**src/dtpu_pkg.sv**
```systemverilog
`default_nettype none
package dtpu_pkg;

  localparam int MaxColumns = 4096;
  localparam int MaxRows    = 4096;
  localparam int IdxW       = $clog2(MaxColumns);
  localparam int RowW       = $clog2(MaxRows);
  localparam int CntW       = 25;
  localparam int CoordW     = 40;
  localparam int DepthW     = 16;
  localparam int FocalW     = 24;
  localparam int CenterW    = 21;
  localparam int StrideW    = 8;
  localparam int CfgW       = 24;
  localparam int CfgIdxW    = 3;
  // Numerator magnitude: |256*idx - c| < 2^21, times z (16 bits), times 256.
  localparam int MagW       = 22;
  localparam int NumW       = MagW + DepthW + 8;
  localparam int QueueDepth = 4;
  localparam int QueueAw    = $clog2(QueueDepth);

  localparam logic [CfgIdxW-1:0] RegStride  = 3'd0;
  localparam logic [CfgIdxW-1:0] RegFocalX  = 3'd1;
  localparam logic [CfgIdxW-1:0] RegFocalY  = 3'd2;
  localparam logic [CfgIdxW-1:0] RegCenterX = 3'd3;
  localparam logic [CfgIdxW-1:0] RegCenterY = 3'd4;
  localparam logic [CfgIdxW-1:0] RegDepthMin = 3'd5;
  localparam logic [CfgIdxW-1:0] RegDepthMax = 3'd6;

  localparam logic [1:0] StatusOk      = 2'd0;
  localparam logic [1:0] StatusNoDepth = 2'd1;
  localparam logic [1:0] StatusCfgBad  = 2'd2;

  typedef struct packed {
    logic [DepthW-1:0] depth_sample;
    logic              row_end;
    logic              frame_end;
  } pixel_t;

  typedef struct packed {
    logic [CoordW-1:0] point_x;
    logic [CoordW-1:0] point_y;
    logic [DepthW-1:0] point_z;
    logic              item_kind;
    logic [1:0]        frame_status;
    logic [CntW-1:0]   kept_count;
    logic [CntW-1:0]   rejected_count;
    logic [CntW-1:0]   sampled_count;
    logic              last_result;
  } result_t;

  // Work handed from the front part to the back part.
  typedef struct packed {
    logic              has_point;
    logic              has_summary;
    logic              x_neg;
    logic [MagW-1:0]   x_mag;
    logic              y_neg;
    logic [MagW-1:0]   y_mag;
    logic [DepthW-1:0] z;
    logic [1:0]        status;
    logic [CntW-1:0]   kept;
    logic [CntW-1:0]   rejected;
    logic [CntW-1:0]   sampled;
  } job_t;

  typedef enum logic [1:0] {
    BK_IDLE,
    BK_DIVIDE,
    BK_POINT,
    BK_SUMMARY
  } back_state_t;

endpackage
`default_nettype wire

```
**src/dtpu_stream_if.sv**
```systemverilog
`default_nettype none
interface dtpu_stream_if #(
  parameter type payload_t = logic
);
  logic     valid;
  logic     ready;
  payload_t data;

  modport source (output valid, output data, input ready);
  modport sink (input valid, input data, output ready);
endinterface
`default_nettype wire

```
**src/dtpu_front.sv**
```systemverilog
`default_nettype none
module dtpu_front (
  input  wire logic                          clk,
  input  wire logic                          rst,
  input  wire logic                          in_valid,
  output logic                               in_ready,
  input  wire dtpu_pkg::pixel_t              in_data,
  input  wire logic [dtpu_pkg::StrideW-1:0]  sample_stride,
  input  wire logic [dtpu_pkg::FocalW-1:0]   focal_x,
  input  wire logic [dtpu_pkg::FocalW-1:0]   focal_y,
  input  wire logic [dtpu_pkg::CenterW-1:0]  center_x,
  input  wire logic [dtpu_pkg::CenterW-1:0]  center_y,
  input  wire logic [dtpu_pkg::DepthW-1:0]   depth_min,
  input  wire logic [dtpu_pkg::DepthW-1:0]   depth_max,
  output logic                               job_valid,
  input  wire logic                          job_ready,
  output dtpu_pkg::job_t                     job
);
  import dtpu_pkg::*;

  logic [IdxW-1:0]    column_index;
  logic [RowW-1:0]    row_index;
  logic [StrideW-1:0] column_phase;
  logic [StrideW-1:0] row_phase;
  logic [CntW-1:0]    kept_total;
  logic [CntW-1:0]    rejected_total;
  logic [CntW-1:0]    sampled_total;

  logic               cfg_ok;
  logic               sampled;
  logic               in_range;
  logic               keep;
  logic               accept;
  logic [StrideW-1:0] step;
  logic [CntW-1:0]    kept_next;
  logic [CntW-1:0]    rejected_next;
  logic [CntW-1:0]    sampled_next;
  logic signed [MagW-1:0] dx;
  logic signed [MagW-1:0] dy;

  assign cfg_ok = (focal_x != '0) && (focal_y != '0) && (depth_min != '0) &&
                  (depth_max > depth_min);
  assign step     = (sample_stride == '0) ? StrideW'(1) : sample_stride;
  assign sampled  = cfg_ok && (column_phase == '0) && (row_phase == '0);
  assign in_range = (in_data.depth_sample >= depth_min) &&
                    (in_data.depth_sample <= depth_max);
  assign keep     = sampled && in_range;
  assign in_ready = job_ready;
  assign accept   = in_valid && in_ready;

  // Saturating counts including this pixel.
  assign sampled_next  = (sampled && sampled_total != '1) ? sampled_total + 1'b1 : sampled_total;
  assign kept_next     = (keep && kept_total != '1) ? kept_total + 1'b1 : kept_total;
  assign rejected_next = (sampled && !in_range && rejected_total != '1) ?
                         rejected_total + 1'b1 : rejected_total;

  // Signed offsets from the principal point in Q.8 pixels.
  assign dx = $signed({2'b00, column_index, 8'd0}) - $signed({center_x[CenterW-1], center_x});
  assign dy = $signed({2'b00, row_index, 8'd0}) - $signed({center_y[CenterW-1], center_y});

  // Classify the pixel into a job.
  always_comb begin
    job_valid        = in_valid && (keep || in_data.frame_end);
    job.has_point    = keep;
    job.has_summary  = in_data.frame_end;
    job.x_neg        = dx[MagW-1];
    job.x_mag        = dx[MagW-1] ? MagW'(-dx) : MagW'(dx);
    job.y_neg        = dy[MagW-1];
    job.y_mag        = dy[MagW-1] ? MagW'(-dy) : MagW'(dy);
    job.z            = in_data.depth_sample;
    if (!cfg_ok) begin
      job.status   = StatusCfgBad;
      job.kept     = '0;
      job.rejected = '0;
      job.sampled  = '0;
    end else begin
      job.status   = (kept_next == '0) ? StatusNoDepth : StatusOk;
      job.kept     = kept_next;
      job.rejected = rejected_next;
      job.sampled  = sampled_next;
    end
  end

  // Raster counters and frame totals.
  always_ff @(posedge clk) begin
    if (rst) begin
      column_index   <= '0;
      row_index      <= '0;
      column_phase   <= '0;
      row_phase      <= '0;
      kept_total     <= '0;
      rejected_total <= '0;
      sampled_total  <= '0;
    end else if (accept) begin
      if (in_data.frame_end) begin
        column_index   <= '0;
        row_index      <= '0;
        column_phase   <= '0;
        row_phase      <= '0;
        kept_total     <= '0;
        rejected_total <= '0;
        sampled_total  <= '0;
      end else begin
        kept_total     <= kept_next;
        rejected_total <= rejected_next;
        sampled_total  <= sampled_next;
        if (in_data.row_end) begin
          column_index <= '0;
          column_phase <= '0;
          if (row_index != '1) row_index <= row_index + 1'b1;
          row_phase <= ({1'b0, row_phase} + 1'b1 >= {1'b0, step}) ? '0 : row_phase + 1'b1;
        end else begin
          if (column_index != '1) column_index <= column_index + 1'b1;
          column_phase <= ({1'b0, column_phase} + 1'b1 >= {1'b0, step}) ?
                          '0 : column_phase + 1'b1;
        end
      end
    end
  end

  unused_focal_chk: assert property (@(posedge clk) disable iff (rst)
    (job_valid && job.has_point) |-> (focal_x != '0 && focal_y != '0))
    else $error("point issued with zero focal length");
  kept_cap_chk: assert property (@(posedge clk) disable iff (rst)
    kept_total <= sampled_total)
    else $error("kept count exceeds sampled count");
  summary_cfg_chk: assert property (@(posedge clk) disable iff (rst)
    (job_valid && job.status == StatusCfgBad) |-> !job.has_point)
    else $error("point with invalid configuration");

endmodule
`default_nettype wire

```
**src/dtpu_queue.sv**
```systemverilog
`default_nettype none
module dtpu_queue (
  input  wire logic           clk,
  input  wire logic           rst,
  input  wire logic           push_valid,
  output logic                push_ready,
  input  wire dtpu_pkg::job_t push_data,
  output logic                pop_valid,
  input  wire logic           pop_ready,
  output dtpu_pkg::job_t      pop_data
);
  import dtpu_pkg::*;

  job_t               slots [QueueDepth];
  logic [QueueAw-1:0] wr_ptr;
  logic [QueueAw-1:0] rd_ptr;
  logic [QueueAw:0]   fill;
  logic               push;
  logic               pop;

  assign push_ready = (fill != QueueAw'(0) + (QueueAw+1)'(QueueDepth));
  assign pop_valid  = (fill != '0);
  assign pop_data   = slots[rd_ptr];
  assign push       = push_valid && push_ready;
  assign pop        = pop_valid && pop_ready;

  // Slot storage.
  always_ff @(posedge clk) begin
    if (push) slots[wr_ptr] <= push_data;
  end

  // Pointers and fill level.
  always_ff @(posedge clk) begin
    if (rst) begin
      wr_ptr <= '0;
      rd_ptr <= '0;
      fill   <= '0;
    end else begin
      if (push) wr_ptr <= wr_ptr + 1'b1;
      if (pop) rd_ptr <= rd_ptr + 1'b1;
      if (push && !pop) fill <= fill + 1'b1;
      else if (pop && !push) fill <= fill - 1'b1;
    end
  end

  fill_cap_chk: assert property (@(posedge clk) disable iff (rst)
    fill <= (QueueAw+1)'(QueueDepth))
    else $error("queue overfilled");
  ptr_gap_chk: assert property (@(posedge clk) disable iff (rst)
    (fill == '0) |-> (wr_ptr == rd_ptr))
    else $error("empty queue with pointer gap");

endmodule
`default_nettype wire

```
**src/dtpu_back.sv**
```systemverilog
`default_nettype none
module dtpu_back (
  input  wire logic                        clk,
  input  wire logic                        rst,
  input  wire logic                        job_valid,
  output logic                             job_ready,
  input  wire dtpu_pkg::job_t              job,
  input  wire logic [dtpu_pkg::FocalW-1:0] focal_x,
  input  wire logic [dtpu_pkg::FocalW-1:0] focal_y,
  output logic                             out_valid,
  input  wire logic                        out_ready,
  output dtpu_pkg::result_t                out_data
);
  import dtpu_pkg::*;

  localparam int StepW = $clog2(NumW + 1);

  back_state_t       state;
  back_state_t       state_next;
  job_t              cur;
  logic [NumW-1:0]   num_x;
  logic [NumW-1:0]   num_y;
  logic [NumW-1:0]   quo_x;
  logic [NumW-1:0]   quo_y;
  logic [FocalW:0]   rem_x;
  logic [FocalW:0]   rem_y;
  logic [StepW-1:0]  bit_cnt;
  logic [FocalW+1:0] trial_x;
  logic [FocalW+1:0] trial_y;
  logic [MagW+DepthW-1:0] prod_x;
  logic [MagW+DepthW-1:0] prod_y;
  logic              take;
  logic              out_free;
  logic              emit;
  logic [CoordW-1:0] sat_x;
  logic [CoordW-1:0] sat_y;
  result_t           out_word;

  assign out_free = !out_valid || out_ready;
  assign take     = job_valid && job_ready;
  assign emit     = (state == BK_POINT || state == BK_SUMMARY) && out_free;
  assign prod_x   = MagW'(job.x_mag) * job.z;
  assign prod_y   = MagW'(job.y_mag) * job.z;
  assign trial_x  = {rem_x, num_x[NumW-1]} - {2'b00, focal_x};
  assign trial_y  = {rem_y, num_y[NumW-1]} - {2'b00, focal_y};

  // Next state.
  always_comb begin
    state_next = state;
    unique case (state)
      BK_IDLE: begin
        if (job_valid) state_next = job.has_point ? BK_DIVIDE : BK_SUMMARY;
      end
      BK_DIVIDE: begin
        if (bit_cnt == StepW'(NumW - 1)) state_next = BK_POINT;
      end
      BK_POINT: begin
        if (out_free) state_next = cur.has_summary ? BK_SUMMARY : BK_IDLE;
      end
      BK_SUMMARY: begin
        if (out_free) state_next = BK_IDLE;
      end
      default: state_next = BK_IDLE;
    endcase
  end

  // Outputs of the controller.
  always_comb begin
    job_ready = (state == BK_IDLE);
  end

  // Saturate magnitudes and apply sign.
  always_comb begin
    if (!cur.x_neg)
      sat_x = (quo_x > NumW'(40'h7F_FFFF_FFFF)) ? 40'h7F_FFFF_FFFF : CoordW'(quo_x);
    else
      sat_x = (quo_x > NumW'(40'h80_0000_0000)) ? 40'h80_0000_0000 : CoordW'(-quo_x);
    if (!cur.y_neg)
      sat_y = (quo_y > NumW'(40'h7F_FFFF_FFFF)) ? 40'h7F_FFFF_FFFF : CoordW'(quo_y);
    else
      sat_y = (quo_y > NumW'(40'h80_0000_0000)) ? 40'h80_0000_0000 : CoordW'(-quo_y);
  end

  // Assemble the outgoing word: a point or a frame summary.
  always_comb begin
    out_word = '0;
    if (state == BK_POINT) begin
      out_word.point_x     = sat_x;
      out_word.point_y     = sat_y;
      out_word.point_z     = cur.z;
      out_word.last_result = !cur.has_summary;
    end else begin
      out_word.item_kind      = 1'b1;
      out_word.frame_status   = cur.status;
      out_word.kept_count     = cur.kept;
      out_word.rejected_count = cur.rejected;
      out_word.sampled_count  = cur.sampled;
      out_word.last_result    = 1'b1;
    end
  end

  // Job capture and the restoring divider, one quotient bit a cycle per axis.
  always_ff @(posedge clk) begin
    if (take) begin
      cur     <= job;
      num_x   <= {prod_x, 8'd0};
      num_y   <= {prod_y, 8'd0};
      rem_x   <= '0;
      rem_y   <= '0;
      quo_x   <= '0;
      quo_y   <= '0;
      bit_cnt <= '0;
    end else if (state == BK_DIVIDE) begin
      num_x   <= num_x << 1;
      num_y   <= num_y << 1;
      bit_cnt <= bit_cnt + 1'b1;
      if (!trial_x[FocalW+1]) begin
        rem_x <= trial_x[FocalW:0];
        quo_x <= {quo_x[NumW-2:0], 1'b1};
      end else begin
        rem_x <= {rem_x[FocalW-1:0], num_x[NumW-1]};
        quo_x <= {quo_x[NumW-2:0], 1'b0};
      end
      if (!trial_y[FocalW+1]) begin
        rem_y <= trial_y[FocalW:0];
        quo_y <= {quo_y[NumW-2:0], 1'b1};
      end else begin
        rem_y <= {rem_y[FocalW-1:0], num_y[NumW-1]};
        quo_y <= {quo_y[NumW-2:0], 1'b0};
      end
    end
  end

  // Output register.
  always_ff @(posedge clk) begin
    if (rst) begin
      out_valid <= 1'b0;
    end else if (out_free) begin
      out_valid <= emit;
    end
  end

  always_ff @(posedge clk) begin
    if (emit) out_data <= out_word;
  end

  always_ff @(posedge clk) begin
    if (rst) state <= BK_IDLE;
    else state <= state_next;
  end

  rem_x_chk: assert property (@(posedge clk) disable iff (rst)
    (state == BK_DIVIDE) |-> (rem_x < {1'b0, focal_x}))
    else $error("x remainder not below divisor");
  hold_chk: assert property (@(posedge clk) disable iff (rst)
    (out_valid && !out_ready && (state == BK_POINT || state == BK_SUMMARY))
    |=> (state == $past(state)))
    else $error("controller advanced under stall");

endmodule
`default_nettype wire

```
**src/depth_to_point_unprojector_core.sv**
```systemverilog
`default_nettype none
// A kept pixel's point passes through the queue, the bit-serial divider and output register.
// Throughput: one pixel a cycle while the queue has room; each kept pixel holds the back
// end for capture, bit-serial division and point output; a frame summary for its output.
// Sampled-out and rejected pixels use no back-end time unless they end a frame.
// Reset (rst, synchronous) restores the default registers, counters and empties the queue.
module depth_to_point_unprojector_core (
  input  wire logic                         clk,
  input  wire logic                         rst,
  dtpu_stream_if.sink                       pixel_in,
  dtpu_stream_if.source                     result_out,
  input  wire logic                         cfg_we,
  input  wire logic [dtpu_pkg::CfgIdxW-1:0] cfg_index,
  input  wire logic [dtpu_pkg::CfgW-1:0]    cfg_data
);
  import dtpu_pkg::*;

  logic [StrideW-1:0] sample_stride;
  logic [FocalW-1:0]  focal_x;
  logic [FocalW-1:0]  focal_y;
  logic [CenterW-1:0] center_x;
  logic [CenterW-1:0] center_y;
  logic [DepthW-1:0]  depth_min;
  logic [DepthW-1:0]  depth_max;

  logic fq_valid;
  logic fq_ready;
  job_t fq_job;
  logic qb_valid;
  logic qb_ready;
  job_t qb_job;

  // Configuration registers.
  always_ff @(posedge clk) begin
    if (rst) begin
      sample_stride <= StrideW'(1);
      focal_x       <= FocalW'(256);
      focal_y       <= FocalW'(256);
      center_x      <= '0;
      center_y      <= '0;
      depth_min     <= DepthW'(100);
      depth_max     <= DepthW'(10000);
    end else if (cfg_we) begin
      case (cfg_index)
        RegStride:   sample_stride <= cfg_data[StrideW-1:0];
        RegFocalX:   focal_x       <= cfg_data[FocalW-1:0];
        RegFocalY:   focal_y       <= cfg_data[FocalW-1:0];
        RegCenterX:  center_x      <= cfg_data[CenterW-1:0];
        RegCenterY:  center_y      <= cfg_data[CenterW-1:0];
        RegDepthMin: depth_min     <= cfg_data[DepthW-1:0];
        RegDepthMax: depth_max     <= cfg_data[DepthW-1:0];
        default: ;
      endcase
    end
  end

  dtpu_front u_front (
    .clk, .rst,
    .in_valid (pixel_in.valid),
    .in_ready (pixel_in.ready),
    .in_data  (pixel_in.data),
    .sample_stride, .focal_x, .focal_y, .center_x, .center_y, .depth_min, .depth_max,
    .job_valid (fq_valid),
    .job_ready (fq_ready),
    .job       (fq_job)
  );

  dtpu_queue u_queue (
    .clk, .rst,
    .push_valid (fq_valid),
    .push_ready (fq_ready),
    .push_data  (fq_job),
    .pop_valid  (qb_valid),
    .pop_ready  (qb_ready),
    .pop_data   (qb_job)
  );

  dtpu_back u_back (
    .clk, .rst,
    .job_valid (qb_valid),
    .job_ready (qb_ready),
    .job       (qb_job),
    .focal_x, .focal_y,
    .out_valid (result_out.valid),
    .out_ready (result_out.ready),
    .out_data  (result_out.data)
  );

endmodule
`default_nettype wire
```
**src/flat_wrapper.sv**
```systemverilog
// flat-port wrapper written by rule: the top's interface ports become plain ports
module depth_to_point_unprojector_core_flat import dtpu_pkg::*;
  (clk, rst, cfg_we, cfg_index, cfg_data, pixel_in_valid, pixel_in_data, pixel_in_ready, result_out_valid, result_out_data, result_out_ready);
  dtpu_stream_if pixel_in_i ();
  dtpu_stream_if result_out_i ();
  input  wire logic clk;
  input  wire logic rst;
  input  wire logic cfg_we;
  input  wire logic [dtpu_pkg::CfgIdxW-1:0] cfg_index;
  input  wire logic [dtpu_pkg::CfgW-1:0] cfg_data;
  input wire logic [$bits(pixel_in_i.valid)-1:0] pixel_in_valid;
  input wire logic [$bits(pixel_in_i.data)-1:0] pixel_in_data;
  output wire logic [$bits(pixel_in_i.ready)-1:0] pixel_in_ready;
  output wire logic [$bits(result_out_i.valid)-1:0] result_out_valid;
  output wire logic [$bits(result_out_i.data)-1:0] result_out_data;
  input wire logic [$bits(result_out_i.ready)-1:0] result_out_ready;
  assign pixel_in_i.valid = pixel_in_valid;
  assign pixel_in_i.data = pixel_in_data;
  assign pixel_in_ready = pixel_in_i.ready;
  assign result_out_valid = result_out_i.valid;
  assign result_out_data = result_out_i.data;
  assign result_out_i.ready = result_out_ready;
  depth_to_point_unprojector_core u_core (.clk(clk), .rst(rst), .pixel_in(pixel_in_i), .result_out(result_out_i), .cfg_we(cfg_we), .cfg_index(cfg_index), .cfg_data(cfg_data));
endmodule
```
**config.mk**
```make
export PLATFORM = sky130hd
export DESIGN_NAME = depth_to_point_unprojector_core_flat
export DESIGN_NICKNAME = d
export VERILOG_FILES = /design/src/dtpu_pkg.sv /design/src/dtpu_stream_if.sv /design/src/dtpu_front.sv /design/src/dtpu_queue.sv /design/src/dtpu_back.sv /design/src/depth_to_point_unprojector_core.sv /design/src/flat_wrapper.sv
export SDC_FILE = /design/constraint.sdc
export NUM_CORES = 1
export LEC_CHECK = 0
export BUFFER_PORTS_ARGS = -buffer_cell sky130_fd_sc_hd__buf_2
export CORE_ASPECT_RATIO = 1.4
export CORE_MARGIN = 3
export CORE_UTILIZATION = 45
export CTS_CLUSTER_DIAMETER = 30
export CTS_CLUSTER_SIZE = 28
export DETAILED_ROUTE_END_ITERATION = 10
export GPL_ROUTABILITY_DRIVEN = 0
export PLACE_DENSITY = 0.81
export SYNTH_ARGS = -nofsm -noshare
export SYNTH_HDL_FRONTEND = slang
export SYNTH_SLANG_ARGS = --single-unit
export TNS_END_PERCENT = 10
```
**constraint.sdc**
```tcl
create_clock -name clk -period 5.8 [get_ports clk]
set_input_delay 0.29 -clock clk [delete_from_list [all_inputs] [get_ports clk]]
set_output_delay 0.29 -clock clk [all_outputs]
set_load 0.1 [all_outputs]
```
# Word level (Yosys, flattened, before mapping)
# Memories as Yosys holds them, arrays and structs flattened. A register that Yosys moved wholly into a read port is not among the register bits.
# Cells that the tools add are included.
# totals
regBits	243
ram_bits	500
inputBits	33
wordCells	132
mem_count	1
# op_classes
add_sub_neg	15
n_lt_le_gt_ge	4
n_eq_ne	19
mux	28
n_reduce_logical	45
# mem_list
memory	words	word_bits	rd	rd_ports_with_merged_regs	write_ports	line	text
u_core.u_queue.slots	4	125	1	1	1	dtpu_queue.sv:14	job_t slots [QueueDepth];
# op_table
operator	count
25-bit two-way mux	6
77-bit two-way mux	1
25-bit by 1-bit adder with 25-bit output (second input constant)	3
25-bit != test (second input constant)	3
24-bit nonzero test	2
22-bit two-way mux	2
22-bit negator	2
25-bit zero test	1
12-bit two-way mux	2
8-bit two-way mux	3
1-bit by 21-bit subtractor with 22-bit output (first input constant)	1
21-bit by 21-bit subtractor with 22-bit output	1
1-bit logical AND	17
1-bit by 16-bit >= comparator with 1-bit output (first input constant)	1
16-bit > comparator	1
1-bit by 16-bit <= comparator with 1-bit output (first input constant)	1
8-bit zero test	2
2-bit two-way mux	8
2-bit AND reduction	8
16-bit nonzero test	1
12-bit by 1-bit adder with 12-bit output (second input constant)	1
12-bit != test (second input constant)	1
8-bit by 1-bit adder with 9-bit output (second input constant)	1
3-bit == test (second input constant)	3
other kinds (23)	39

# Depth between registers and ports, before layout
# Gate-level depths: netlist of the first run.
# logic_depth
word_depth	13
mapped_depth	9
depth_no_buf	9

# By module
# A second synthesis of the first run with hierarchy kept.
# hier_totals
cells_unflattened	7561
area_unflattened_um2	82800.7
# by_module_without_submodules
mod	instances	cells_each	area_each_um2	seq_area_each_um2
dtpu_back	1	4675	44989.4	13442.9
dtpu_queue	1	785	20793.7	17116.4
dtpu_front	1	1629	11845.1	2302.2
depth_to_point_unprojector_core	1	472	5172.5	2602.5

# Least setup slack after synthesis of the first run
# No wires, ideal clock.
# synth_path
path_type	reg-to-reg
startpoint	reg u_core.u_queue.fill[0]
endpoint	reg u_core.u_queue.fill[2]
arrival_time_ps	2252
t_required_ps	5730
path_slack_ps	3478
stages_incl_launch_ff	10
path_buffers	1
synth_period_minus_slack_ps	2322
path_cell_list	dfxtp_1 or3b_4 and3_4 buf_6 ha_1 inv_1 fa_1 xor2_1 or3_1 a21oi_1
# synth_between
elab_chain_len	5
elab_cells_between_ends	13
# synth_rtl
item	line	text
start, declared	dtpu_queue.sv:17	logic [QueueAw:0] fill;
start signal, assigned	dtpu_queue.sv:41	if (push && !pop) fill <= fill + 1'b1;
start signal, assigned	dtpu_queue.sv:42	else if (pop && !push) fill <= fill - 1'b1;
3-bit != test *	dtpu_queue.sv:21	assign push_ready = (fill != QueueAw'(0) + (QueueAw+1)'(QueueDepth));
net pixel_in_ready	flat_wrapper.sv:13	output wire logic [$bits(pixel_in_i.ready)-1:0] pixel_in_ready;
1-bit logical AND *	dtpu_queue.sv:24	assign push = push_valid && push_ready;
net u_core.u_queue.push	dtpu_queue.sv:18	logic push;
1-bit zero test	dtpu_queue.sv:42	
1-bit logical AND	dtpu_queue.sv:42	
2-bit nonzero test (no line)	-	
# The timed path passes the listed nets; every way through them passes the cells marked *. The select of a mux whose other input is x is not followed.
# A chain may end at the register's enable or synchronous reset.

# Worst setup path in the final report of the first run
# layout_path
startpoint	reg u_core.u_queue.fill[0]
endpoint	reg u_core.u_queue.fill[2]
# layout_between
elab_chain_len	5
elab_cells_between_ends	13
# layout_rtl
item	line	text
3-bit nonzero test *	dtpu_queue.sv:22	assign pop_valid = (fill != '0);
1-bit logical AND *	-	
net u_core.u_back.take	dtpu_back.sv:32	logic take;
1-bit zero test	dtpu_queue.sv:41	
1-bit logical AND	dtpu_queue.sv:41	
3-bit two-way mux / 2-bit nonzero test (equally long branches)	-	
# Marked as above.

==> results of run 1 <==
==> synth_stat cells <==
library cell / count / area share (%)
ha_1: 7 / 7.0
clkbuf_1: 5 / 1.5
a41oi_1: 1 / 0.70
inv_1: 5 / 1.5
mux2i_1: 2 / 1.6
and3b_1: 1 / 0.70
xor2_1: 6 / 4.2
o211ai_1: 1 / 0.60
nand2b_1: 2 / 0.99
o21ai_0: 2 / 0.79
nor4b_1: 1 / 0.70
or3_1: 1 / 0.50
buf_2: 1 / 0.40
and3_4: 1 / 0.89
a31oi_1: 1 / 0.50
nand4_1: 3 / 1.5
nor2b_1: 2 / 0.99
a21oi_1: 1 / 0.40
and3_1: 1 / 0.50
nor3_1: 1 / 0.40
fa_1: 1 / 1.6
conb_1: 1 / 0.30
mux4_2: 2 / 3.6
nand2_1: 4 / 1.2
buf_6: 2 / 1.8
and2_1: 5 / 2.5
nor3_2: 1 / 0.79
nand3b_1: 1 / 0.60
or3b_4: 1 / 0.89
nor2_1: 16 / 4.8
a211oi_1: 1 / 0.60
edfxtp_1: 10 / 24
dfxtp_1: 18 / 29
xnor2_1: 4 / 2.8
==> sequential cells by signal (all words and copies together) (netlist names), named ones only <==
register	count
u_core.u_back.state	2
u_core.u_queue.slots	8
u_core.u_queue.rd_ptr	2
u_core.u_back.out_valid	1
u_core.u_queue.wr_ptr	2
u_core.u_back.out_data	1
u_core.u_queue.fill	3
u_core.u_back.cur	1
u_core.u_back.bit_cnt	6
==> how the worst max path moves through the flow <==
stage | cells after the start | startpoint | slack (ps) | end
3_3_place_gp | 9 | u_core.u_queue.fill[0]$_SDFFE_PP0P_ | 3540 | u_core.u_queue.fill[2]$_SDFFE_PP0P_
6_report | 9 | u_core.u_queue.fill[0]$_SDFFE_PP0P_ | 3450 | u_core.u_queue.fill[2]$_SDFFE_PP0P_
2_1_floorplan | 9 | u_core.u_queue.fill[0]$_SDFFE_PP0P_ | 3480 | u_core.u_queue.fill[2]$_SDFFE_PP0P_
4_1_cts | 9 | u_core.u_queue.fill[0]$_SDFFE_PP0P_ | 3440 | u_core.u_queue.fill[2]$_SDFFE_PP0P_
3_5_place_dp | 9 | u_core.u_queue.fill[0]$_SDFFE_PP0P_ | 3490 | u_core.u_queue.fill[2]$_SDFFE_PP0P_
5_1_grt | 9 | u_core.u_queue.fill[0]$_SDFFE_PP0P_ | 3260 | u_core.u_queue.fill[2]$_SDFFE_PP0P_
==> power by group <==
group	switching [W]	internal [W]	total, W
Sequential	0.0000407	0.000248	0.000289
Combinational	0.000116	0.0000833	0.000199
Clock	0.0000543	0.0000253	0.0000795
==> through the flow <==
step / utilization, % / hold WS [ps] / setup slack (ps) / area, sq um
2_1_floorplan: - / 388.9 / 3478 / 1271
3_3_place_gp: 49.38 / 482.1 / 3541 / 1305
3_5_place_dp: 49.38 / 503.7 / 3487 / 1305
4_1_cts: 50.38 / 168.0 / 3439 / 1331
5_1_grt: 50.38 / 165.4 / 3263 / 1331
6_report: 50.38 / 182.6 / 3447 / 1331
==> metal layers <==
layer | wire length [um] | vias to the layer above
met3 | 51 | 5
met2 | 927 | 8
met5 | 0 | -
met4 | 46 | 0
li1 | - | 385
met1 | 677 | 359
==> layout by cell type (no fill, tap or decap), types with 2 or more instances in the layout <==
| master | Yosys | final |
|---|---|---|
| ha_1 | 7 | 7 |
| nand2b_1 | 2 | 2 |
| xor2_1 | 6 | 6 |
| nand4_1 | 3 | 3 |
| nand2_1 | 4 | 4 |
| edfxtp_1 | 10 | 10 |
| clkbuf_4 | 0 | 3 |
| and2_1 | 5 | 5 |
| mux2i_1 | 2 | 2 |
| buf_2 | 1 | 7 |
| o21ai_0 | 2 | 2 |
| mux4_2 | 2 | 2 |
| xnor2_1 | 4 | 4 |
| nor2b_1 | 2 | 2 |
| inv_1 | 5 | 5 |
| dfxtp_1 | 18 | 18 |
| conb_1 | 1 | 4 |
| nor2_1 | 16 | 16 |
==> logic make-up (layout without fill, tap and decap cells) <==
| family | Yosys count | count (layout) | share of synthesized area, % |
|---|---|---|---|
| mux | 4 | 4 | 5.164 |
| compound gates | 7 | 7 | 3.576 |
| buf+inv | 13 | 16 | 5.164 |
| simple gates | 41 | 41 | 17.88 |
| xor+xnor | 10 | 10 | 6.951 |
| other cells | 1 | 4 | 0.2976 |
| flops | 28 | 28 | 52.43 |
| fa+ha+maj | 8 | 8 | 8.540 |
==> final cells by class <==
class / count / area (sq um)
Inverter: 5 / 18.77
Timing Repair Buffer: 7 / 35.03
Multi-Input combinational cell: 74 / 545.5
Clock buffer: 3 / 22.52
Fill cell: 250 / 1311
Clock inverter: 1 / 3.754
Sequential cell: 28 / 660.6
Tap cell: 36 / 45.04
==> metrics.md, run 1 <==
| Metric | Value |
|---|---|
| Status | complete, no violations |
| CP Buf/Inv Count | 2 |
| Crit-path most repeated cell | inv_1 |
| Crit-path slowest cell | dfxtp_1 |
| DRT iter0 DRCs | 7 |
| Grt total ovfl | 0 |
| CTS buffer count | 3 |
| GRT met2 Usage | 22.22% |
| Rel. slew slack | 54.20% |
| Post-Place Cells | 150 |
| FP Rows | 22 |
| R2r setup slk | 3450 ps |
| Pwr dens | 426.7 mW/mm^2 |
| Clock skew | 2.274 ps |
| Ys Warns | 0 |
| Worst hold endpoint | u_core.u_queue.slots[0][123]$_DFFE_PP_ |
| Max clock buf depth | 2 |
| Antenna violations before repair | 0 |
| Die H | 68.61 um |
| Final hold violation count | 0 |
| Core area | 0.002643 sq mm |
| Crit-path max FO | 10 |
| DP HPWL | 1335 um |
| Share of layout cells above drive strength 1 | 12.71% |
| Pwr Total | 0.0005680 W |
| Drc violations | 0 |
| Post-route ant nets | 0 |
| Worst IR Drop VDD | 0.0002329 V |
| CTS tree | built |
| Gr busiest metal | met2 |
| Worst Hold Launch | pixel_in_data |
| Via count | 757 |
| Starting density of the core | 47.68% |
| Final net count | 160 |
| Final period util | 40.57% |
| Leak | 0.5129 nW |
| Crit path kind | reg -> reg |
| Syn-to-layout area delta | 5.661% |
| Syn_area_per_cell | 11.25 sq um |
| Met1 Usage GRT | 11.85% |
| GR Util met3 | 2.151% |
| CP peak stage delay | 390 ps |
| Final Slew Violations | 0 |
| Seq/Total Area, Yosys | 52.43% |
| H-tree depth | 1 |
| Cell variety after synth | 34 |
| Worst R2R Path Depth | 9 |
| Critical R2R Launch | u_core.u_queue.fill[0]$_SDFFE_PP0P_ |
| Hold path cells | 1 |
| Gr usage total | 11.90% |
| Final Setup Violations | 0 |
| WL per Instance | 11.06 um |
| Post-cts sizing count | 0 |
| Delay-heaviest family, CP | simple AND/OR/NAND/NOR gates |
| CP endpoint kind | register |
| Root Driver | clkbuf_4 |
| Hold crit path type | in -> reg |
| Clock-pin slew on the worst setup and hold paths | 140 ps |
| RSZ-0062 raised after global routing | false |
| Die W | 50.72 um |
| Vias/cell | 4.916 |
| 1st-pass router iterations | 3 |
| Skew-Pair Late Insertion Delay | 320 ps |
| Pin count of the biggest net entering global routing | 16 |
| Post-CTS setup buffers | 0 |
| Final setup TNS | 0 ps |
| Worst-Margin Slew | 683.3 ps |
| Worst path cell trace | nor3_1 > nor3_2 > inv_1 > ha_1 > inv_1 > fa_1 > xor2_1 > or3_1 > a21oi_1 |
| Total wire length | 1703 um |
| First-pass GRT wire length | 3056 um |
| Fin crit period | 2353 ps |
| Number of global-route vias before repair | 734 |
| Max-cap viol count | 0 |
| R2r endpoint | u_core.u_queue.fill[2]$_SDFFE_PP0P_ |
| F_max | 424.9 MHz |
| Critical path required time | 6070 ps |
| # port buffers | 7 |
| Cells after Synth | 112 |
| Arr. time, crit path | 2620 ps |
| N_diodes | 0 |
| Synth Cell Area | 0.001260 sq mm |
| Startpoint Class | register |
| Number of synthesized register bits | 28 |
| Clk sinks | 28 |
| # IOs | 36 |
| Hold-fix buffers, CTS | 0 |
| Layout Cells excl Fill | 154 |
| Die ar. | 0.003480 sq mm |
Power figures use the tool's default switching activity.
==> run 2, diff against run 1 <==
- ABC_AREA: default -> 1
- CORE_UTILIZATION: 45 -> 38
- PLACE_DENSITY: 0.81 -> 0.74
- clock period: 5.8 -> 2 ns (I/O delays scaled with it)
==> metrics.md, run 2 <==
| Metric | Value |
|---|---|
| Clock skew | 1.392 ps (was 2.274 ps) |
| Register area | 665.6 sq um (was 660.6 sq um) |
| Crit-path max FO | 3 (was 10) |
| Max FFs per register | 8 (unchanged) |
| N_diodes | 0 (unchanged) |
| First-pass GRT wire length | 3608 um (was 3056 um) |
| Seq/Total Area, Yosys | 52.17% (was 52.43%) |
| Total wire length | 2149 um (was 1703 um) |
| Worst path cell trace | inv_2 > nand3_4 > nand2_2 > nor2_4 > ha_1 > inv_1 > fa_1 > a21oi_1 > o21ai_1 > o21ai_1 > a21oi_1 (was nor3_1 > nor3_2 > inv_1 > ha_1 > inv_1 > fa_1 > xor2_1 > or3_1 > a21oi_1) |
| F_max | 546.8 MHz (was 424.9 MHz) |
| Number of global-route vias before repair | 897 (was 734) |
| Design Area, Final | 0.001456 sq mm (was 0.001331 sq mm) |
| Final Slew Violations | 0 (unchanged) |
| Die ar. | 0.004071 sq mm (was 0.003480 sq mm) |
| DRT iter0 DRCs | 24 (was 7) |
| Syn_area_per_cell | 8.917 sq um (was 11.25 sq um) |
| Delay-heaviest family, CP | adder cells (was simple AND/OR/NAND/NOR gates) |
| Skew-Pair Late Insertion Delay | 280 ps (was 320 ps) |
| Status | complete, no violations (unchanged) |
| CP peak stage delay | 400 ps (was 390 ps) |
| Post-synth EDFFs | 10 (unchanged) |
| # port buffers | 7 (unchanged) |
| Area after DPL | 0.001368 sq mm (was 0.001305 sq mm) |
| Max clock buf depth | 2 (unchanged) |
| Number of synthesized register bits | 28 (unchanged) |
| Arr. time, crit path | 2000 ps (was 2620 ps) |
| Largest Register | u_core.u_queue.slots (unchanged) |
| Crit path kind | reg -> reg (unchanged) |
| Top_reg_cell synth | dfxtp_1 (unchanged) |
| Final Setup Violations | 0 (unchanged) |
| Asr flop ratio synth | 0% (unchanged) |
| Clk sinks | 28 (unchanged) |
| Synth top cells by count | 18 x dfxtp_1, 18 x inv_1, 16 x nor2_1 (was 18 x dfxtp_1, 16 x nor2_1, 10 x edfxtp_1) |
| Die H | 74.30 um (was 68.61 um) |
| Ys Warns | 0 (unchanged) |
| Synth Cell Area | 0.001266 sq mm (was 0.001260 sq mm) |
| Crit-path slowest cell | fa_1 (was dfxtp_1) |
| Pwr dens | 1448 mW/mm^2 (was 426.7 mW/mm^2) |
| CTS tree | built (unchanged) |
| Core area | 0.003153 sq mm (was 0.002643 sq mm) |
| CP Buf/Inv Count | 2 (unchanged) |
| Drc violations | 0 (unchanged) |
| Final hold violation count | 0 (unchanged) |
| CP endpoint kind | register (unchanged) |
| Antenna violations before repair | 0 (unchanged) |
| Post-route ant nets | 0 (unchanged) |
| Starting density of the core | 40.16% (was 47.68%) |
| H-tree depth | 1 (unchanged) |
| Worst IR Drop VDD | 0.0007002 V (was 0.0002329 V) |
| Largest cells by area after synthesis | dfxtp_1 28%, edfxtp_1 24%, ha_1 6.9% (was dfxtp_1 29%, edfxtp_1 24%, ha_1 7.0%) |
| Most common cell after layout, fill and taps aside | inv_1 (was dfxtp_1) |
| Fin crit period | 1829 ps (was 2353 ps) |
| Hold-fix buffers, CTS | 0 (unchanged) |
| Via count | 933 (was 757) |
| Synth top area share | 28.46% (was 28.60%) |
| Cells after Synth | 142 (was 112) |
| Cell variety after synth | 26 (was 34) |
| Startpoint Class | register (unchanged) |
| Vias/cell | 4.834 (was 4.916) |
| DP HPWL | 1675 um (was 1335 um) |
| Syn-to-layout area delta | 15.02% (was 5.661%) |
| RSZ-0062 raised after global routing | false (unchanged) |
| Final net count | 196 (was 160) |
| Leak | 0.5887 nW (was 0.5129 nW) |
| WL per Instance | 11.13 um (was 11.06 um) |
| Top Registers | u_core.u_queue.slots (8), u_core.u_back.bit_cnt (6), u_core.u_queue.fill (3) (unchanged) |
| Die W | 54.79 um (was 50.72 um) |
| Share of layout cells above drive strength 1 | 19.48% (was 12.71%) |
| Hold crit path type | in -> reg (unchanged) |
| Fillers | 311 (was 250) |
| Gr usage total | 12.20% (was 11.90%) |
| FP Rows | 24 (was 22) |
| Max-cap viol count | 0 (unchanged) |
| Grt total ovfl | 0 (unchanged) |
| Pin count of the biggest net entering global routing | 17 (was 16) |
| Multi-input logic area | 526.8 sq um (was 545.5 sq um) |
| Critical path required time | 2180 ps (was 6070 ps) |
| # IOs | 36 (unchanged) |
| Final setup TNS | 0 ps (unchanged) |
| 1st-pass router iterations | 4 (was 3) |
| Area leader, netlist | dfxtp_1 (unchanged) |
| Final period util | 91.44% (was 40.57%) |
| Root Driver | clkbuf_8 (was clkbuf_4) |
| Most frequent cells in the layout | 18 x inv_1, 16 x nor2_1, 16 x dfxtp_1, 13 x a21oi_1, 12 x nand2_1 (was 18 x dfxtp_1, 16 x nor2_1, 10 x edfxtp_1, 7 x ha_1, 7 x buf_2) |
| Clock-pin slew on the worst setup and hold paths | 90 ps (was 140 ps) |
| CTS buffer count | 3 (unchanged) |
-- run 2: path summary, 6_finish.rpt --
check	start	to	slack, ps	depth (start not counted)
max	u_core.u_queue.fill[1]$_SDFFE_PP0P_	u_core.u_queue.fill[2]$_SDFFE_PP0P_	170	11
min	rst	u_core.u_queue.fill[0]$_SDFFE_PP0P_	10	2
max reg2reg	u_core.u_queue.fill[1]$_SDFFE_PP0P_	u_core.u_queue.fill[2]$_SDFFE_PP0P_	170	11
min reg2reg	u_core.u_queue.rd_ptr[1]$_SDFFE_PP0P_	u_core.u_queue.rd_ptr[1]$_SDFFE_PP0P_	470	2
-- run 2: area by class of cell --
cell class                      count  area share, %
Tap cell                           39          3.351
Sequential cell                    28          45.70
Clock buffer                        3          2.835
Inverter                           25          6.443
Timing Repair Buffer                9          3.436
Multi-Input combinational cell     88          36.17
Clock inverter                      1          2.062
-- run 2: cell families (layout without fill, tap and decap cells) --
| kind of cell | Yosys count | after routing | share of synthesized area (%) |
|---|---|---|---|
| compound gates | 32 | 32 | 13.74 |
| flops | 28 | 28 | 52.17 |
| xor+xnor | 3 | 3 | 2.075 |
| fa+ha+maj | 8 | 8 | 8.498 |
| buf+inv | 29 | 38 | 8.695 |
| simple gates | 41 | 41 | 14.53 |
| other cells | 1 | 4 | 0.2962 |
-- run 2: metal layers --
layer	vias up	track usage, %	wire (um)
met5	-	0	0
met4	0	6.371	42
met3	5	2.004	39
met2	11	22.37	1210
met1	439	12.63	857
li1	478	-	-
-- run 2: repair_timing --
| action | 4_1_cts | 5_1_grt |
|---|---|---|
| resized for setup | 0 | 8 |
| buffers inserted | 0 | 0 |
| endpoints found under the setup margin | 0 | 1 |
-- run 2: worst reg2reg max path: stages (launching register included) --
cell and delay (ps):
dfxtp_2 360, inv_2 60, nand3_4 80, nand2_2 60, nor2_4 100, ha_1 150, inv_1 70, fa_1 400
a21oi_1 170, o21ai_1 100, o21ai_1 120, a21oi_1 50
-- run 2: power breakdown --
group | switching [W] | internal [W] | leakage (nW)
sequential | 0.000102 | 0.000730 | 0.238
clock | 0.000179 | 0.000268 | 0.0357
combinational | 0.000546 | 0.000284 | 0.315
-- run 2: through the flow --
stage	hold slack [ps]	utilization, %	setup slack (ps)	cells	total power [W]
finish	12.56	46.19	171.2	193	0.002109
floorplan	198.9	-	19.93	145	0.001438
CTS	13.30	45.63	29.54	193	0.002095
global placement	310.7	43.37	161.4	189	0.001580
global route	18.60	46.19	6.587	193	0.002268
detailed placement	315.8	43.37	62.35	189	0.001641
